File: src/amct_pkg.sv
// Package for the affine matrix compose/transform block.
// Function codes, sequencer states, fixed-point constants and stream widths.
// No dependencies.
package amct_pkg;

  localparam int WORD_WIDTH_DEF = 32;
  localparam int ACC_W          = 64;  // intermediate products and dividends
  localparam int FRAC_BITS      = 20;  // 1.11.20 linear terms
  localparam int SCALE_SHIFT    = 9;   // 1.6.9 scale factors
  localparam int SHIFT_FRAC     = 16;  // translation fraction dropped on transform
  localparam int CNT_W          = 6;   // bit counter, up to ACC_W steps
  localparam int IN_BITS        = 290;
  localparam int IN_TDATA_W     = ((IN_BITS + 7) / 8) * 8;
  localparam int OUT_BITS       = 65;
  localparam int OUT_TDATA_W    = ((OUT_BITS + 7) / 8) * 8;
  localparam int DIVR_W         = 17;  // divisor magnitude, holds 2^15

  typedef enum logic [1:0] {
    FN_IDENTITY  = 2'd0,
    FN_COMPOSE   = 2'd1,
    FN_SCALE     = 2'd2,
    FN_TRANSFORM = 2'd3
  } func_t;

  typedef enum logic [2:0] {
    ST_IDLE,
    ST_MLOAD,
    ST_MUL,
    ST_DLOAD,
    ST_DIV,
    ST_DONE
  } state_t;

endpackage

File: src/affine_matrix_compose_transform.sv
// Top level of the affine matrix compose/transform block.
// Keeps the matrix and runs one shared shift-add multiplier and one
// restoring divider under a small sequencer. Depends on amct_pkg.
//
// Usage
// - Input items arrive on s_tvalid/s_tready/s_tdata, one command each:
//   identity, compose a matrix, scale by two factors, or map a point.
// - Every item yields exactly one result item on m_tvalid/m_tready/m_tdata
//   (status, out_x, out_y).
// - Work per item, from accept to result:
//     identity, or scale with a zero factor: no multiply or divide, straight to done
//     compose: 4 jobs x 2 products, each a load step and a 32-bit shift-add
//     scale: 4 terms, each a load step and a 64-bit restoring divide
//     transform: 2 jobs x 2 products, each a load step and a WORD_WIDTH-bit shift-add
//   The shift-add multiplier retires one multiplier bit per cycle and the
//   divider one quotient bit per cycle.
// - s_tready is high only while the sequencer is idle: one item at a time.
// - The result sits in an output register. A stalled receiver holds that
//   register; the next item can still be accepted and worked on, and its
//   result waits in the done state until the register is free.
// - Reset (rst, synchronous) restores the identity matrix, clears the
//   translations and drops any pending result.
module affine_matrix_compose_transform #(
  parameter int WORD_WIDTH = amct_pkg::WORD_WIDTH_DEF
) (
  input  logic                             clk,
  input  logic                             rst,
  input  logic                             s_tvalid,
  output logic                             s_tready,
  // func[1:0], in_a, in_b, in_c, in_d, in_e, in_f, scale_x, scale_y,
  // point_x, point_y from the lowest bit up, zero padded
  input  logic [amct_pkg::IN_TDATA_W-1:0]  s_tdata,
  output logic                             m_tvalid,
  input  logic                             m_tready,
  // status, out_x, out_y from the lowest bit up, zero padded
  output logic [amct_pkg::OUT_TDATA_W-1:0] m_tdata
);
  import amct_pkg::*;

  localparam int W = WORD_WIDTH;
  localparam logic [W-1:0]     ONE_W       = W'(1) << FRAC_BITS;
  localparam logic [CNT_W-1:0] LAST_32     = CNT_W'(31);
  localparam logic [CNT_W-1:0] LAST_W      = CNT_W'(W - 1);
  localparam logic [CNT_W-1:0] LAST_DIV    = CNT_W'(ACC_W - 1);

  // input unpacking
  logic [1:0]         in_func;
  logic signed [31:0] in_a, in_b, in_c, in_d, in_e, in_f, point_x, point_y;
  logic signed [15:0] scale_x, scale_y;

  assign in_func = s_tdata[1:0];
  assign in_a    = s_tdata[33:2];
  assign in_b    = s_tdata[65:34];
  assign in_c    = s_tdata[97:66];
  assign in_d    = s_tdata[129:98];
  assign in_e    = s_tdata[161:130];
  assign in_f    = s_tdata[193:162];
  assign scale_x = s_tdata[209:194];
  assign scale_y = s_tdata[225:210];
  assign point_x = s_tdata[257:226];
  assign point_y = s_tdata[289:258];

  // kept matrix
  logic [W-1:0] term_a, term_b, term_c, term_d, shift_x, shift_y;

  // latched item
  func_t              func_q;
  logic signed [31:0] ia, ib, ic, id;
  logic signed [15:0] sx, sy;
  logic [W-1:0]       tx, ty;

  // sequencer
  state_t           state, state_next;
  logic [1:0]       job;
  logic             ph;
  logic [CNT_W-1:0] cnt, mul_last;

  // multiplier
  logic [ACC_W-1:0] acc, sum, mcand, mplier;
  // divider
  logic [ACC_W-1:0]  dreg;
  logic [DIVR_W-1:0] rem, dmag;
  logic              dneg;

  // staged results
  logic [W-1:0]  res_a, res_b, res_c;
  logic          status_q;
  logic [31:0]   ox, oy;

  logic transform, last_job, is_accept;
  assign transform = (func_q == FN_TRANSFORM);
  assign last_job  = transform ? job[0] : (job == 2'd3);
  assign is_accept = s_tvalid && s_tready;
  assign s_tready  = (state == ST_IDLE);

  // accept-side translation adds and point offsets
  logic [ACC_W-1:0] shx_asr, shy_asr;
  assign shx_asr = ACC_W'($signed(ACC_W'($signed(shift_x))) >>> SHIFT_FRAC);
  assign shy_asr = ACC_W'($signed(ACC_W'($signed(shift_y))) >>> SHIFT_FRAC);

  // operand selection for the multiplier
  logic [W-1:0]     cand_term;
  logic [ACC_W-1:0] mplier_sel;
  always_comb begin
    case ({ph, job[0]})
      2'b00:   cand_term = term_a;
      2'b01:   cand_term = term_b;
      2'b10:   cand_term = term_c;
      default: cand_term = term_d;
    endcase
    if (transform) begin
      mplier_sel = ph ? ACC_W'($signed(ty)) : ACC_W'($signed(tx));
    end else begin
      case ({job[1], ph})
        2'b00:   mplier_sel = ACC_W'(ia);
        2'b01:   mplier_sel = ACC_W'(ib);
        2'b10:   mplier_sel = ACC_W'(ic);
        default: mplier_sel = ACC_W'(id);
      endcase
    end
  end

  // one shift-add step; the top multiplier bit carries negative weight
  logic [ACC_W-1:0] mul_add, acc_step, acc_asr, mul_res;
  assign mul_add  = !mplier[0] ? '0 : ((cnt == mul_last) ? (~mcand + 1'b1) : mcand);
  assign acc_step = acc + mul_add;
  assign acc_asr  = ACC_W'($signed(acc_step) >>> FRAC_BITS);
  assign mul_res  = (transform ? sum : '0) + acc_asr;

  // divider operand selection and one restoring step
  logic [W-1:0]      div_term;
  logic [ACC_W-1:0]  dividend;
  logic signed [15:0] div_s;
  logic [DIVR_W-1:0] div_s17;
  logic [DIVR_W-1:0] trial;
  logic              ge;
  logic [ACC_W-1:0]  quot, quot_s;
  always_comb begin
    case (job)
      2'd0:    div_term = term_a;
      2'd1:    div_term = term_b;
      2'd2:    div_term = term_c;
      default: div_term = term_d;
    endcase
  end
  assign dividend = ACC_W'($signed(div_term)) << SCALE_SHIFT;
  assign div_s    = job[1] ? sy : sx;
  assign div_s17  = DIVR_W'(div_s);
  assign trial    = {rem[DIVR_W-2:0], dreg[ACC_W-1]};
  assign ge       = (trial >= dmag);
  assign quot     = {dreg[ACC_W-2:0], ge};
  assign quot_s   = dneg ? (~quot + 1'b1) : quot;

  logic [W-1:0] step_res;
  assign step_res = (state == ST_DIV) ? quot_s[W-1:0] : mul_res[W-1:0];

  // next state
  always_comb begin
    state_next = state;
    unique case (state)
      ST_IDLE: begin
        if (is_accept) begin
          unique case (func_t'(in_func))
            FN_IDENTITY:  state_next = ST_DONE;
            FN_COMPOSE:   state_next = ST_MLOAD;
            FN_SCALE:     state_next = (scale_x == '0 || scale_y == '0) ? ST_DONE : ST_DLOAD;
            FN_TRANSFORM: state_next = ST_MLOAD;
            default:      state_next = ST_DONE;
          endcase
        end
      end
      ST_MLOAD: state_next = ST_MUL;
      ST_MUL: begin
        if (cnt == mul_last) begin
          state_next = (ph && last_job) ? ST_DONE : ST_MLOAD;
        end
      end
      ST_DLOAD: state_next = ST_DIV;
      ST_DIV: begin
        if (cnt == LAST_DIV) begin
          state_next = (job == 2'd3) ? ST_DONE : ST_DLOAD;
        end
      end
      ST_DONE: begin
        if (!m_tvalid || m_tready) begin
          state_next = ST_IDLE;
        end
      end
      default: state_next = ST_IDLE;
    endcase
  end

  always_ff @(posedge clk) begin
    if (rst) begin
      state <= ST_IDLE;
    end else begin
      state <= state_next;
    end
  end

  // control state: kept matrix and output valid
  always_ff @(posedge clk) begin
    if (rst) begin
      term_a   <= ONE_W;
      term_b   <= '0;
      term_c   <= '0;
      term_d   <= ONE_W;
      shift_x  <= '0;
      shift_y  <= '0;
      m_tvalid <= 1'b0;
    end else begin
      // a new result loads the output register, else a taken one clears it
      if (state == ST_DONE && (!m_tvalid || m_tready)) begin
        m_tvalid <= 1'b1;
      end else if (m_tvalid && m_tready) begin
        m_tvalid <= 1'b0;
      end
      unique case (state)
        ST_IDLE: begin
          if (is_accept) begin
            if (func_t'(in_func) == FN_IDENTITY) begin
              term_a  <= ONE_W;
              term_b  <= '0;
              term_c  <= '0;
              term_d  <= ONE_W;
              shift_x <= '0;
              shift_y <= '0;
            end else if (func_t'(in_func) == FN_COMPOSE) begin
              shift_x <= shift_x + W'(ACC_W'(in_e));
              shift_y <= shift_y + W'(ACC_W'(in_f));
            end
          end
        end
        ST_MUL: begin
          if (cnt == mul_last && ph && last_job && !transform) begin
            term_a <= res_a;
            term_b <= res_b;
            term_c <= res_c;
            term_d <= step_res;
          end
        end
        ST_DIV: begin
          if (cnt == LAST_DIV && job == 2'd3) begin
            term_a <= res_a;
            term_b <= res_b;
            term_c <= res_c;
            term_d <= step_res;
          end
        end
        default: ;
      endcase
    end
  end

  // datapath
  always_ff @(posedge clk) begin
    unique case (state)
      ST_IDLE: begin
        if (is_accept) begin
          func_q   <= func_t'(in_func);
          ia       <= in_a;
          ib       <= in_b;
          ic       <= in_c;
          id       <= in_d;
          sx       <= scale_x;
          sy       <= scale_y;
          tx       <= W'(ACC_W'(point_x) + shx_asr);
          ty       <= W'(ACC_W'(point_y) + shy_asr);
          status_q <= (func_t'(in_func) == FN_SCALE) && (scale_x == '0 || scale_y == '0);
          ox       <= '0;
          oy       <= '0;
          job      <= '0;
          ph       <= 1'b0;
        end
      end
      ST_MLOAD: begin
        mcand    <= ACC_W'($signed(cand_term));
        mplier   <= mplier_sel;
        mul_last <= transform ? LAST_W : LAST_32;
        cnt      <= '0;
        if (!ph) begin
          acc <= '0;
          sum <= '0;
        end else if (transform) begin
          acc <= '0;
        end
      end
      ST_MUL: begin
        acc    <= acc_step;
        mcand  <= mcand << 1;
        mplier <= mplier >> 1;
        cnt    <= cnt + 1'b1;
        if (cnt == mul_last) begin
          if (!ph) begin
            ph <= 1'b1;
            if (transform) begin
              sum <= acc_asr;
            end
          end else begin
            ph  <= 1'b0;
            job <= job + 1'b1;
            if (transform) begin
              if (job[0]) begin
                oy <= 32'(ACC_W'($signed(step_res)));
              end else begin
                ox <= 32'(ACC_W'($signed(step_res)));
              end
            end else begin
              case (job)
                2'd0:    res_a <= step_res;
                2'd1:    res_b <= step_res;
                default: res_c <= step_res;
              endcase
            end
          end
        end
      end
      ST_DLOAD: begin
        dreg <= dividend[ACC_W-1] ? (~dividend + 1'b1) : dividend;
        dmag <= div_s[15] ? (~div_s17 + 1'b1) : div_s17;
        dneg <= dividend[ACC_W-1] ^ div_s[15];
        rem  <= '0;
        cnt  <= '0;
      end
      ST_DIV: begin
        rem  <= ge ? (trial - dmag) : trial;
        dreg <= quot;
        cnt  <= cnt + 1'b1;
        if (cnt == LAST_DIV) begin
          job <= job + 1'b1;
          case (job)
            2'd0:    res_a <= step_res;
            2'd1:    res_b <= step_res;
            default: res_c <= step_res;
          endcase
        end
      end
      ST_DONE: begin
        if (!m_tvalid || m_tready) begin
          m_tdata <= OUT_TDATA_W'({oy, ox, status_q});
        end
      end
      default: ;
    endcase
  end

  // a failed scale reports zero coordinates
  a_fail_zero: assert property (@(posedge clk) disable iff (rst)
    (m_tvalid && m_tdata[0]) |-> (m_tdata[64:1] == '0))
    else $error("failure result carries nonzero coordinates");

  // one item at a time: no accept right after an accept
  a_busy: assert property (@(posedge clk) disable iff (rst)
    is_accept |=> !s_tready)
    else $error("accepted an item while busy");

  // multiplier bit counter stays within the operand
  a_mul_cnt: assert property (@(posedge clk) disable iff (rst)
    (state == ST_MUL) |-> (cnt <= mul_last))
    else $error("multiplier counter overran");

  // a finished result never overwrites a pending one
  a_no_overwrite: assert property (@(posedge clk) disable iff (rst)
    (m_tvalid && !m_tready) |=> $stable(m_tdata))
    else $error("pending result overwritten");

endmodule
File: config.mk
export PLATFORM = sky130hd
export DESIGN_NAME = affine_matrix_compose_transform
export DESIGN_NICKNAME = d
export VERILOG_FILES = /design/src/amct_pkg.sv /design/src/affine_matrix_compose_transform.sv
export SDC_FILE = /design/constraint.sdc
export NUM_CORES = 2
export LEC_CHECK = 0
export BUFFER_PORTS_ARGS = -buffer_cell sky130_fd_sc_hd__buf_2
export CORE_ASPECT_RATIO = 1.5
export CORE_MARGIN = 2
export CORE_UTILIZATION = 55
export DETAILED_ROUTE_END_ITERATION = 16
export PLACE_DENSITY = 0.75
export SETUP_SLACK_MARGIN = 0.15
export SLEW_MARGIN = 30
export SYNTH_ARGS = -nofsm -noshare
export SYNTH_HDL_FRONTEND = slang
export SYNTH_SLANG_ARGS = --single-unit
File: constraint.sdc
create_clock -name clk -period 9.4 [get_ports clk]
set_input_delay 2.35 -clock clk [delete_from_list [all_inputs] [get_ports clk]]
set_output_delay 2.35 -clock clk [all_outputs]
set_load 0.02 [all_outputs]
# --- Word-level counts from Yosys, hierarchy flattened ---
# Cells that the tools add are included.
totals:
  register_bits: 979
  elab_cells: 229
  output_inout_bits: 74
op_classes:
  bitwise_logic: 5
  n_eq_ne: 33
  magnitude_cmp: 1
  muxes: 97
  reduce_logical: 44
  add_sub_neg: 13
ops:
  columns: ["cell", "count"]
  rows:
  - ["2-to-1 mux 32 bit", 47]
  - ["case mux 32 bit (3 select lines)", 6]
  - ["case mux 64 bit (2 select lines)", 4]
  - ["2-to-1 mux 64 bit", 7]
  - ["case mux 32 bit (2 select lines)", 6]
  - ["case mux 64 bit (3 select lines)", 1]
  - ["adder 64 x 1 -> 64 bit, second input constant", 2]
  - ["inverter 64 bit", 2]
  - ["adder 32 bit", 3]
  - ["adder 32 x 16 -> 32 bit", 2]
  - ["adder 64 bit", 1]
  - ["adder 32 x 1 -> 32 bit, second input constant", 1]
  - ["zero test 16 bit", 2]
  - ["2-to-1 mux 16 bit", 2]
  - ["inverter 32 bit", 1]
  - ["case mux 16 bit (2 select lines)", 1]
  - ["2-to-1 mux 3 bit", 7]
  - ["AND reduction 5 bit", 4]
  - ["inequality test 2 bit, second input constant", 9]
  - ["case mux 3 bit (6 select lines)", 1]
  - ["adder 17 x 1 -> 17 bit, second input constant", 1]
  - ["greater-or-equal comparator 17 bit", 1]
  - ["inverter 17 bit", 1]
  - ["subtractor 16 bit", 1]
  - ["other kinds (31)", 80]

# --- Longest topological paths before layout ---
logic_depth:
  ltp_word: 12
  ltp_mapped: 32
  mapped_depth_nobuf: 31

# --- Least setup slack after synthesis ---
# Ideal clock, no wire load.
synth_path:
  path_kind: "input to register"
  from: "input port s_tvalid"
  to: "register shift_x[31]"
  setup_time_ps: 62
  setup_slack_ps: 258
  path_stages: 10
  t_required_ps: 9338
  arrival_time_ps: 9080
  path_cell_list: "and2_1 -> nor2b_1 -> clkbuf_1 -> and2_1 -> clkbuf_1 -> nand2_1 -> clkbuf_1 -> nor2_1 -> nand3_1 -> nand3_1"
synth_between:
  elab_chain_cells: 2
synth_rtl:
  columns: ["element", "line_no", "source"]
  rows:
  - ["from (decl)", "affine_matrix_compose_transform.sv:28", "input logic s_tvalid,"]
  - ["logical AND 1 bit", "affine_matrix_compose_transform.sv:93", "assign is_accept = s_tvalid && s_tready;"]
  - ["AND reduction 3 bit (no line)", null, null]
  - ["to (signal assigned)", "affine_matrix_compose_transform.sv:229", "shift_x <= shift_x + W'(ACC_W'(in_e));"]
  - ["to (decl)", "affine_matrix_compose_transform.sv:64", "logic [W-1:0] term_a, term_b, term_c, term_d, shift_x, shift_y;"]
# Every way passes these cells.
# A chain may end at the register's enable or synchronous reset.

# --- Worst setup path in the final report ---
layout_path:
  from: "register mcand[8]"
  to: "register term_d[28]"
layout_between:
  elab_chain_cells: 9
  elab_cells_between_ends: 10
layout_rtl:
  columns: ["element", "line_no", "source"]
  rows:
  - ["from (decl)", "affine_matrix_compose_transform.sv:79", "logic [ACC_W-1:0] acc, sum, mcand, mplier;"]
  - ["from (signal assigned)", "affine_matrix_compose_transform.sv:277", "mcand <= ACC_W'($signed(cand_term));"]
  - ["from (signal assigned)", "affine_matrix_compose_transform.sv:290", "mcand <= mcand << 1;"]
  - ["inverter 64 bit", "affine_matrix_compose_transform.sv:125", "assign mul_add = !mplier[0] ? '0 : ((cnt == mul_last) ? (~mcand + 1'b1) : mcand);"]
  - ["adder 64 x 1 -> 64 bit", "affine_matrix_compose_transform.sv:125", null]
  - ["2-to-1 mux 64 bit * (2 in series)", "affine_matrix_compose_transform.sv:125", null]
  - ["adder 64 bit *", "affine_matrix_compose_transform.sv:126", "assign acc_step = acc + mul_add;"]
  - ["net acc_step[43]", "affine_matrix_compose_transform.sv:124", "logic [ACC_W-1:0] mul_add, acc_step, acc_asr, mul_res;"]
  - ["adder 32 bit *", "affine_matrix_compose_transform.sv:128", "assign mul_res = (transform ? sum : '0) + acc_asr;"]
  - ["2-to-1 mux 32 bit *", "affine_matrix_compose_transform.sv:155", "assign step_res = (state == ST_DIV) ? quot_s[W-1:0] : mul_res[W-1:0];"]
  - ["2-to-1 mux 32 bit (on tied branches)", "affine_matrix_compose_transform.sv:243, affine_matrix_compose_transform.sv:235", null]
  - ["case mux 32 bit (3 select lines) *", "affine_matrix_compose_transform.sv:218", "unique case (state)"]
  - ["to (signal assigned)", "affine_matrix_compose_transform.sv:239", "term_d <= step_res;"]
  - ["to (signal assigned)", "affine_matrix_compose_transform.sv:247", "term_d <= step_res;"]
  - ["to (decl)", "affine_matrix_compose_transform.sv:64", null]
# Mark *: on every way through the listed nets, which the timed path passes. The rest lies on a longest branch. The select of a mux whose other input is x is not followed.

==> results.md <==
- Status: finished, final reports clean
- Drt wl/cell: 21.9 µm
- DRC: 0
- DR vias/cell: 6.10
- Worst VDD drop: 0.000184 V
- Largest net degree at the start of global routing: 183
- Synth Area per Inst: 11.0 µm²
- Critical path class: flop to flop
- Fin crit share: 81.7%
- Pre-antenna DRT Iters: 10
- Clk network pwr share: 23.7%
- IO Port Bufs: 360
- Hold Vio Cnt, Final: 0
- Worst hold path class: flop to flop
- Final Non-Filler Cells: 6060
- Dominant cell type by area after synthesis: edfxtp_1
- Pint: 9.73 mW
- Vias: 36991
- Final Skew: 60.2 ps
- Power share of the sequential group: 39.2%
- Main flop type after synthesis: edfxtp_1
- P_leak: 22.2 nW
- # nets final: 5354
- Final setup viols: 0
- First-pass GRT wire length: 203000 µm
- Area grow syn2layout: 11.9%
- Vias in the first global route: 36748
- RSZ-0062 raised after global routing: no
- Sequential-to-total area share from yosys stat: 53.5%
- Max Slew Vio Count: 0
- H-tree depth: 3
- Drt total wl: 132000 µm
- # hold bufs at CTS: 0
- Crit path max fanout: 7
- Synth cell types: 89
- Post-synth design cell area: 0.0499 mm²
- MaxCap Viol Count: 0
- Clk buf depth: 3
- Switch Pwr: 5.99 mW
- CTS tree: yes
- Critical Path Source Type: flop
- Post-Place Worst Slack: 1900 ps
- Util after Layout: 62.0%
- CP Capture Type: flop
- GRT Util Overall: 28.0%
- Initial antenna violation count: 29
- Top cells by area, synth: edfxtp_1 46%, dfxtp_1 7.9%, ha_1 5.8%
- Net Sw Frac: 38.1%
- Share of flip-flops with an asynchronous set or reset: 0%
- Post-DP HPWL: 93800 µm
- Layout cell share with drive strength beyond 1: 13.7%
- Worst path arrival time: 8240 ps
- Synth Instances: 4540
- Post-route minimum period: 7680 ps
- CTS Buf Count: 89
- Starting DRC count in detailed routing: 3130
- Power Density: 281 mW/mm²
- EDFF count, synth: 759
- IO Pins: 374
- Worst-skew pair later-pin latency: 720 ps
- GRT overflow: 0
- Initial Utilization: 55.4%
- Die area: 0.0933 mm²
- Power consumption: 15.7 mW
- Relative slew slack: 32.9%
- Fin Hold WS: 417 ps
- Total negative slack: 0 ps
- Die height: 373 µm
- Yosys reg bits: 955
- Most frequent cells in the layout: 759 x edfxtp_1, 438 x nand2_1, 391 x a21oi_1, 359 x buf_2, 302 x nor2_1
- Tightest Pin Transition: 1010 ps
- Most common cell after layout, fill and taps aside: edfxtp_1
- # resized after CTS: 0
- Die X: 250 µm
- Worst-path clk slew: 70 ps
- Placer Congestion: 0.919
- Post-route ant nets: 0
- Setup repair bufs after CTS: 0
- Area after DPL: 0.0528 mm²
- TritonCTS Sinks: 955
- Root buffer cell: clkbuf_16
- Power share of the combinational group: 37.1%
- Critical path required time: 9970 ps
- Fmax: 130 MHz
- Synth top area share: 45.6%
- Synth warn: 0
- Core footprint: 0.0902 mm²
- Final worst setup slack: 1720 ps
- Final Cell Area: 0.0559 mm²
- Row cnt: 135
- Post-Place Cells: 5886
[worst max-delay path, stage by stage, from the launching register on]
cell and delay (ps):
edfxtp_1 460, or3_1 460, or4_4 540, or3_1 410, nor2_1 440, a21oi_1 150
xor2_1 170, and2_1 160, ha_1 380, and3_1 250, and2_1 190, a221oi_1 350
o21ai_1 130, a41o_1 300, a21oi_1 240, o21ai_1 110, xor2_1 250, ha_1 360
a21o_1 210, a21o_1 170, a21oi_1 180, o21bai_1 90, a21oi_1 170, o21ai_1 100
xnor2_1 640, nor2_1 340, o22ai_1 200, nor2_1 50
[logic make-up after synthesis]
group / synth area share (%)
and+or+nand+nor: 13.2
AOI/OAI and AO/OA: 14.8
DFF: 53.5
buffers and inverters: 2.66
xor gates and xnor gates: 5.49
adders and majority gates: 6.09
muxes: 4.16
other: 0.00751
[Yosys cell counts (all sizes together) (62+ instances only)]
library cell	n
edfxtp	759
nand2	442
a21oi	393
nor2	305
o21ai	243
ha	232
clkbuf	203
dfxtp	196
xnor2	193
a21o	175
nand3	144
xor2	118
inv	106
and2	102
and3	89
nor3	85
mux4	64
a22oi	62
[state kept, by name, indices dropped and copies added, names as in the netlist, 32 cells and up]
name,count
oy,32
res_b,32
shift_y,32
term_b,32
ty,32
dreg,64
term_c,32
term_a,32
mplier,64
ia,32
res_c,32
ic,32
shift_x,32
sum,32
ib,32
mcand,52
tx,32
id,32
ox,32
res_a,32
m_tdata,65
term_d,32
acc,52
[final cells by class]
class,instances,area [µm²]
repair buffers,415,2260
well taps,1164,1460
diodes,5,12.5
clock inverters,56,619
fillers,7190,34300
multi-input cells,3247,22000
clock buffers,111,2390
flip-flops and latches,955,26700
inverters,107,404
[power by group through the flow]
stage                     registers [mW]  clock network [mW]  logic (mW)
final                               6.16                3.73        5.83
after global routing                6.23                3.93        6.26
after CTS                           6.16                3.78        5.74
after detailed placement            6.25                   0        5.69
after global placement              6.22                   0        5.61
after floorplan                     6.20                   0        3.86
[worst paths after layout]
kind	from	endpoint	slack [ps]	cells after the start
worst max-delay path	mcand[8]	term_d[28]	1720	27
worst min register to register	oy[5]	m_tdata[38]	420	0
worst min-delay path	oy[5]	m_tdata[38]	420	0
worst max register to register	mcand[8]	term_d[28]	1720	27
[metal layers]
| layer | vias to the layer above | part of all wire, % | routed length [µm] | global-route usage (%) |
|---|---|---|---|---|
| li1 | 17384 | - | - | - |
| met1 | 17657 | 36 | 47700 | 31.3 |
| met2 | 1497 | 49 | 65200 | 48.0 |
| met3 | 411 | 7.5 | 9930 | 6.30 |
| met4 | 42 | 7.1 | 9340 | 18.3 |
| met5 | - | 0.22 | 292 | 0 |
(Power assumes the default switching activity.)
